--- config.mk ---
export PLATFORM = sky130hd
export DESIGN_NAME = frame_buffer_slot_table
export DESIGN_NICKNAME = d
export VERILOG_FILES = /design/src/hw/rtl/fbst_pkg.sv /design/src/hw/rtl/frame_buffer_slot_table.sv /design/src/hw/rtl/fbst_lowest.sv /design/src/hw/rtl/fbst_table.sv
export SDC_FILE = /design/constraint.sdc
export NUM_CORES = 2
export LEC_CHECK = 0
export ABC_CLOCK_PERIOD_IN_PS = 9500
export BUFFER_PORTS_ARGS = -buffer_cell sky130_fd_sc_hd__buf_2
export CAP_MARGIN = 20
export CORE_ASPECT_RATIO = 1.75
export CORE_MARGIN = 2
export CORE_UTILIZATION = 70
export CTS_BUF_LIST = sky130_fd_sc_hd__clkbuf_8
export DETAILED_ROUTE_END_ITERATION = 7
export GPL_ROUTABILITY_DRIVEN = 0
export PLACE_DENSITY = 0.88
export SLEW_MARGIN = 20
export SYNTH_ARGS = -nofsm -noshare
export SYNTH_HDL_FRONTEND = slang
export SYNTH_SLANG_ARGS = --single-unit
--- constraint.sdc ---
create_clock -name clk -period 9.5 [get_ports clk]
set_clock_uncertainty 0.15 [all_clocks]
set_input_delay 0 -clock clk [delete_from_list [all_inputs] [get_ports clk]]
set_output_delay 0 -clock clk [all_outputs]
set_load 0.01 [all_outputs]
--- src/hw/rtl/fbst_pkg.sv ---
// ----------------------------------------------------------------------------
// fbst_pkg
// Shared types and constants for the frame-buffer slot table.
// ----------------------------------------------------------------------------
package fbst_pkg;

  localparam int CMD_W = 2;
  localparam int OC_W  = 32;
  localparam int FC_W  = 16;
  localparam int IDX_W = 4;
  localparam int ST_W  = 2;
  localparam int ACT_W = 5;

  localparam logic [ACT_W-1:0] ACT_RESET = 5'd16;

  typedef enum logic [CMD_W-1:0] {
    CMD_ALLOC   = 2'd0,
    CMD_RELEASE = 2'd1,
    CMD_LOOKUP  = 2'd2
  } cmd_t;

  typedef enum logic [ST_W-1:0] {
    ST_OK       = 2'd0,
    ST_DUP      = 2'd1,
    ST_FULL     = 2'd2,
    ST_NOTFOUND = 2'd3
  } status_t;

  // table update request from the command logic
  typedef struct packed {
    logic            alloc_en;
    logic            free_en;
    logic [OC_W-1:0] oc;
    logic [FC_W-1:0] fc;
  } upd_t;

endpackage

--- src/hw/rtl/frame_buffer_slot_table.sv ---
// ----------------------------------------------------------------------------
// frame_buffer_slot_table
// Encoder frame-buffer slot table: allocate, release and lookup commands.
// ----------------------------------------------------------------------------
// datapath: input register, then one compare-and-pick pass into the result
//   register, which raises the result strobe
// throughput: one command per cycle; busy is low whenever reset is low
// reset: all slots free, active_slots back to 16; the receiver cannot stall
module frame_buffer_slot_table #(
  parameter int MAX_SLOTS = 16
) (
  input  logic                       clk,
  input  logic                       rst,
  input  logic                       cfg_we,
  input  logic [fbst_pkg::ACT_W-1:0] cfg_wdata,
  input  logic                       start,
  output logic                       busy,
  input  logic [fbst_pkg::CMD_W-1:0] cmd,
  input  logic [fbst_pkg::OC_W-1:0]  order_count,
  input  logic [fbst_pkg::FC_W-1:0]  frame_counter,
  output logic                       done,
  output logic [fbst_pkg::IDX_W-1:0] slot_index,
  output logic [fbst_pkg::FC_W-1:0]  held_counter,
  output logic [fbst_pkg::ST_W-1:0]  status
);

  import fbst_pkg::*;

  localparam int SW = $clog2(MAX_SLOTS);

  logic [ACT_W-1:0]     active_slots;
  logic                 valid;
  logic [CMD_W-1:0]     cmd_q;
  logic [OC_W-1:0]      oc_q;
  logic [FC_W-1:0]      fc_q;

  logic [MAX_SLOTS-1:0] free_vec;
  logic [MAX_SLOTS-1:0] oc_hit_vec;
  logic [MAX_SLOTS-1:0] fc_hit_vec;
  logic [SW-1:0]        free_idx;
  logic                 free_found;
  logic [SW-1:0]        oc_idx;
  logic                 oc_found;
  logic [FC_W-1:0]      rd_fc;

  upd_t                 upd;
  logic [SW-1:0]        upd_idx;
  logic [IDX_W-1:0]     slot_index_next;
  logic [FC_W-1:0]      held_counter_next;
  logic [ST_W-1:0]      status_next;

  assign busy = rst;

  // configuration register
  always_ff @(posedge clk) begin
    if (rst) begin
      active_slots <= ACT_RESET;
    end else if (cfg_we) begin
      active_slots <= cfg_wdata;
    end
  end

  // input register
  always_ff @(posedge clk) begin
    if (rst) begin
      valid <= 1'b0;
    end else begin
      valid <= start & ~busy;
    end
  end

  always_ff @(posedge clk) begin
    if (start & ~busy) begin
      cmd_q <= cmd;
      oc_q  <= order_count;
      fc_q  <= frame_counter;
    end
  end

  fbst_table #(
    .MAX_SLOTS (MAX_SLOTS),
    .SW        (SW)
  ) u_table (
    .clk          (clk),
    .rst          (rst),
    .active_slots (active_slots),
    .upd          (upd),
    .upd_idx      (upd_idx),
    .key_oc       (oc_q),
    .key_fc       (fc_q),
    .rd_idx       (oc_idx),
    .free_vec     (free_vec),
    .oc_hit_vec   (oc_hit_vec),
    .fc_hit_vec   (fc_hit_vec),
    .rd_fc        (rd_fc)
  );

  fbst_lowest #(
    .N  (MAX_SLOTS),
    .IW (SW)
  ) u_pick_free (
    .req   (free_vec),
    .idx   (free_idx),
    .found (free_found)
  );

  fbst_lowest #(
    .N  (MAX_SLOTS),
    .IW (SW)
  ) u_pick_match (
    .req   (oc_hit_vec),
    .idx   (oc_idx),
    .found (oc_found)
  );

  // command decision and table update
  always_comb begin
    slot_index_next   = '0;
    held_counter_next = '0;
    status_next       = ST_NOTFOUND;
    upd               = '0;
    upd.oc            = oc_q;
    upd.fc            = fc_q;
    upd_idx           = free_idx;
    case (cmd_q) inside
      CMD_ALLOC: begin
        if (|fc_hit_vec) begin
          status_next = ST_DUP;
        end else if (free_found) begin
          status_next       = ST_OK;
          slot_index_next   = IDX_W'(free_idx);
          held_counter_next = fc_q;
          upd.alloc_en      = valid;
        end else begin
          status_next = ST_FULL;
        end
      end
      CMD_RELEASE, CMD_LOOKUP: begin
        upd_idx = oc_idx;
        if (oc_found) begin
          status_next       = ST_OK;
          slot_index_next   = IDX_W'(oc_idx);
          held_counter_next = rd_fc;
          upd.free_en       = valid & (cmd_q == CMD_RELEASE);
        end
      end
      default: begin
        status_next = ST_NOTFOUND;
      end
    endcase
  end

  // result register
  always_ff @(posedge clk) begin
    if (rst) begin
      done <= 1'b0;
    end else begin
      done <= valid;
    end
  end

  always_ff @(posedge clk) begin
    if (valid) begin
      slot_index   <= slot_index_next;
      held_counter <= held_counter_next;
      status       <= status_next;
    end
  end

endmodule

--- src/hw/rtl/fbst_lowest.sv ---
// ----------------------------------------------------------------------------
// fbst_lowest
// Priority pick: index of the lowest set bit of a request vector.
// ----------------------------------------------------------------------------
module fbst_lowest #(
  parameter int N  = 16,
  parameter int IW = 4
) (
  input  logic [N-1:0]  req,
  output logic [IW-1:0] idx,
  output logic          found
);

  // scan from the top so the lowest set bit wins
  always_comb begin
    idx   = '0;
    found = 1'b0;
    for (int i = N - 1; i >= 0; i--) begin
      if (req[i]) begin
        idx   = IW'(i);
        found = 1'b1;
      end
    end
  end

endmodule

--- src/hw/rtl/fbst_table.sv ---
// ----------------------------------------------------------------------------
// fbst_table
// Slot storage with per-slot occupied flags and parallel match lanes.
// ----------------------------------------------------------------------------
module fbst_table #(
  parameter int MAX_SLOTS = 16,
  parameter int SW        = 4
) (
  input  logic                     clk,
  input  logic                     rst,
  input  logic [fbst_pkg::ACT_W-1:0] active_slots,
  input  fbst_pkg::upd_t           upd,
  input  logic [SW-1:0]            upd_idx,
  input  logic [fbst_pkg::OC_W-1:0] key_oc,
  input  logic [fbst_pkg::FC_W-1:0] key_fc,
  input  logic [SW-1:0]            rd_idx,
  output logic [MAX_SLOTS-1:0]     free_vec,
  output logic [MAX_SLOTS-1:0]     oc_hit_vec,
  output logic [MAX_SLOTS-1:0]     fc_hit_vec,
  output logic [fbst_pkg::FC_W-1:0] rd_fc
);

  import fbst_pkg::*;

  logic [MAX_SLOTS-1:0] occupied;
  logic [OC_W-1:0]      slot_oc [MAX_SLOTS];
  logic [FC_W-1:0]      slot_fc [MAX_SLOTS];
  logic [MAX_SLOTS-1:0] active;

  // per-slot compare lanes, limited to the active range
  for (genvar i = 0; i < MAX_SLOTS; i++) begin : g_lane
    assign active[i]     = 32'(active_slots) > i;
    assign free_vec[i]   = active[i] & ~occupied[i];
    assign oc_hit_vec[i] = active[i] & occupied[i] & (slot_oc[i] == key_oc);
    assign fc_hit_vec[i] = active[i] & occupied[i] & (slot_fc[i] == key_fc);
  end

  assign rd_fc = slot_fc[rd_idx];

  // occupied flags
  always_ff @(posedge clk) begin
    if (rst) begin
      occupied <= '0;
    end else if (upd.alloc_en) begin
      occupied[upd_idx] <= 1'b1;
    end else if (upd.free_en) begin
      occupied[upd_idx] <= 1'b0;
    end
  end

  // slot payload, written on allocate only
  always_ff @(posedge clk) begin
    if (upd.alloc_en) begin
      slot_oc[upd_idx] <= upd.oc;
      slot_fc[upd_idx] <= upd.fc;
    end
  end

endmodule

==> flow_summary.toml <==
[critical_path]
rrSetupSlack_ns = 2.86
end_kind = "flip-flop"
reg2reg_to = "u_table.slot_oc[6][13]$_DFFE_PP_"
ff2ff_path_depth = 14
cp_max_fo = 84
worst_ep_arrival_time_ns = 6.84
r2r-start = "oc_q[23]$_DFFE_PP_"
worstPathRequired_ns = 9.70
critPathKind = "flip-flop to flip-flop"
start_kind = "flip-flop"

[finish]
multi_input_area_um2 = 12100
area_delta_synth_final_pct = 11.8
drive_gt1_frac = 0.122
fillers = 2800
nNetsFinal = 3011
register_area_um2 = 25700

[routing]
via_count = 25500
ant_nets = 0
wirelength_um = 114000
first_pass_iters = 6
drc = 0
drt-initial-drc-count = 3573
wire_per_inst_um = 30.6
avgViaCountPerCell = 6.82

[logic_synthesis]
yosys_warnings = 0
netlist_instances = 2698
syn_area_per_cell_um2 = 14.3
ys_seq_area_frac = 0.665
synth_edf_count = 840
synth-async-reset-ratio = 0
synth-seq-cells = 863
synth.distinct_cells = 70
synth_flop_cell = "edfxtp_1"
synth.net_count = 2759
syn_area_um2 = 38600

[grt]
first_global_vias = 25600
grtUsageTotal = 0.407
grt_overflow = 0
antenna_found_initial = 6
grt_max_degree = 129
grt_pass1_wl_um = 166000

[sta]
setup_viol = 0
tns_ns = 0
max_freq_ghz = 0.151
worstMarginPinSlew_ns = 1.32
finalMaxSlewViolations = 0
rsz0062_at_grt = "no"
setup_ws_ns = 2.86
hold_viol = 0
max_slew_margin = 0.114
post-route-period-util = 0.699
period_minus_slack_ns = 6.64

[min_path]
holdPathStages = 3
hp-start = "rst"
hp-class = "primary input to flip-flop"

[placement]
portBuffers = 82
dp_hpwl_um = 69800
pre_cts_slack_ns = 3.04

[clocking]
clk_latency_ns = 0.75
clock_path_buffers = 3
path_clk_slew_ns = 0.07
htree_levels = 3
cts_tree = "yes"
cts_sinks = 863
cts_root_buffer = "clkbuf_8"
cts-buffers-inserted = 113

[floorplanning]
dieWidth_um = 182
dieArea_um2 = 57100
core_area_um2 = 54400
row_count = 113
dieHeight_um = 315
floorplan.io_pins = 83
start_util = 0.709

[run]
maxCapViolations = 0

[power_and_ir_drop]
switchingPower_mw = 1.79
sequentialPowerShare = 0.570
p_int_mw = 5.67
pwr-share-comb = 0.076
vdd_drop_max_mv = 0.169
swShare = 0.240
p_leak_nw = 14.1
power_frac_clock = 0.354
cellPowerDensity_nw_per_um2 = 173

[run_status]
status = "complete, no violations"
## timing repair
item                                    CTS  global route
setup buffers                             0             0
gates resized for setup                   0             0
hold buffers                            125             0
hold endpoints to repair                 79             0
endpoints found under the setup margin    0             0
## routing by layer
metal | vias to the layer above | GRT usage | routed length (µm)
li1 | 10400 | - | -
met1 | 12200 | 0.435 | 34100
met2 | 2159 | 0.666 | 55000
met3 | 700 | 0.0991 | 11900
met4 | 6 | 0.375 | 13400
met5 | - | 0 | 39
## state kept, by name, summed over array words and instances (netlist names), named ones only
register	count
active_slots	5
done	1
valid	1
slot_index	4
u_table.slot_fc	256
cmd_q	2
u_table.slot_oc	512
oc_q	32
held_counter	16
status	2
fc_q	16
## per-stage QoR
stage | area, µm² | utilization | cells | hold WS [ns] | total power [mW]
after floorplan | 38600 | - | 2698 | -0.0809 | 4.65
after global placement | 39700 | 0.730 | 3397 | 0.0268 | 4.81
after detailed placement | 39700 | 0.730 | 3397 | 0.0281 | 4.83
after CTS | 43100 | 0.792 | 3731 | 0.0622 | 7.42
after global routing | 43100 | 0.793 | 3735 | 0.112 | 7.64
final | 43100 | 0.793 | 3736 | 0.144 | 7.46
## placed cells by master, fill, tap and decap left out, drive strengths merged, types with 4 or more instances in the layout
cell type,instances
edfxtp,840
xnor2,400
xor2,368
nand2,221
buf,165
dlygate4sd3,125
clkbuf,117
nand4,110
nor4,109
clkinv,62
nand3,50
a31oi,49
inv,42
nor2,37
o21ai,37
a21oi,30
nor3,26
dfxtp,23
and2,23
o21a,23
mux2i,20
a22oi,17
a211oi,17
o2111ai,16
a221oi,16
a31o,15
nor2b,8
or3,6
o22ai,6
and3,5
bufinv,5
or2,5
o31ai,5
and4,4
nand2b,4
a21boi,4
## synth_stat cells (23+ instances only)
cell type | n | area share
edfxtp_1 | 840 | 0.65
xnor2_1 | 400 | 0.091
xor2_1 | 368 | 0.083
nand2_1 | 221 | 0.021
nand4_1 | 110 | 0.018
nor4_1 | 107 | 0.017
buf_2 | 67 | 0.0087
nand3_1 | 50 | 0.0065
a31oi_1 | 49 | 0.0079
clkbuf_1 | 45 | 0.0044
nor2_1 | 37 | 0.0036
a21oi_1 | 30 | 0.0039
o21ai_0 | 29 | 0.0038
buf_4 | 26 | 0.0051
nor3_1 | 24 | 0.0031
dfxtp_1 | 23 | 0.012
## logic make-up (layout without fill, tap and decap cells)
family	Yosys count	count (layout)	share of synthesized area
AOI/OAI and AO/OA	259	259	0.0480
adders and majority gates	3	3	0.000907
xor gates and xnor gates	768	768	0.174
and+or+nand+nor	612	612	0.0816
muxes	20	20	0.00519
buffers and inverters	173	519	0.0248
DFF	863	863	0.665
other	0	2	0
## final cells by class
type	count	share of cell area
Tap cell	690	0.0200
Timing Repair Buffer	293	0.0538
Multi-Input combinational cell	1662	0.280
Sequential cell	863	0.595
Antenna cell	2	0.000116
Clock buffer	114	0.0364
Inverter	17	0.00165
Clock inverter	95	0.0125
## worst max-delay path by stage
| stage | slack (ns) | from | endpoint | cells after the start |
|---|---|---|---|---|
| after floorplan | 4.00 | oc_q[2]$_DFFE_PP_ | u_table.slot_fc[0][0]$_DFFE_PP_ | 13 |
| after global placement | 3.31 | oc_q[23]$_DFFE_PP_ | u_table.slot_oc[6][13]$_DFFE_PP_ | 14 |
| after detailed placement | 3.04 | oc_q[23]$_DFFE_PP_ | u_table.slot_oc[6][13]$_DFFE_PP_ | 14 |
| after CTS | 3.01 | oc_q[23]$_DFFE_PP_ | u_table.slot_oc[6][13]$_DFFE_PP_ | 14 |
| after global routing | 2.67 | oc_q[23]$_DFFE_PP_ | u_table.slot_oc[6][27]$_DFFE_PP_ | 14 |
| final | 2.86 | oc_q[23]$_DFFE_PP_ | u_table.slot_oc[6][13]$_DFFE_PP_ | 14 |
## power by group through the flow
stage	registers (mW)	logic, mW	clock network (mW)
floorplan	4.34	0.306	0
global placement	4.33	0.477	0
detailed placement	4.33	0.496	0
CTS	4.25	0.540	2.62
global route	4.25	0.585	2.80
finish	4.25	0.565	2.65
## worst max-delay path: stages (launching register included)
cell,delay (ns)
edfxtp_1,0.89
buf_4,0.41
xor2_1,0.14
nor4_1,0.39
nand4_1,0.16
nor4_1,0.69
nor2_1,0.14
o21bai_2,0.17
buf_4,0.38
a21boi_4,0.24
buf_4,0.71
o21a_2,0.30
nand2_1,0.23
nor2_4,0.59
buf_4,0.56
(Power assumes the default switching activity.)
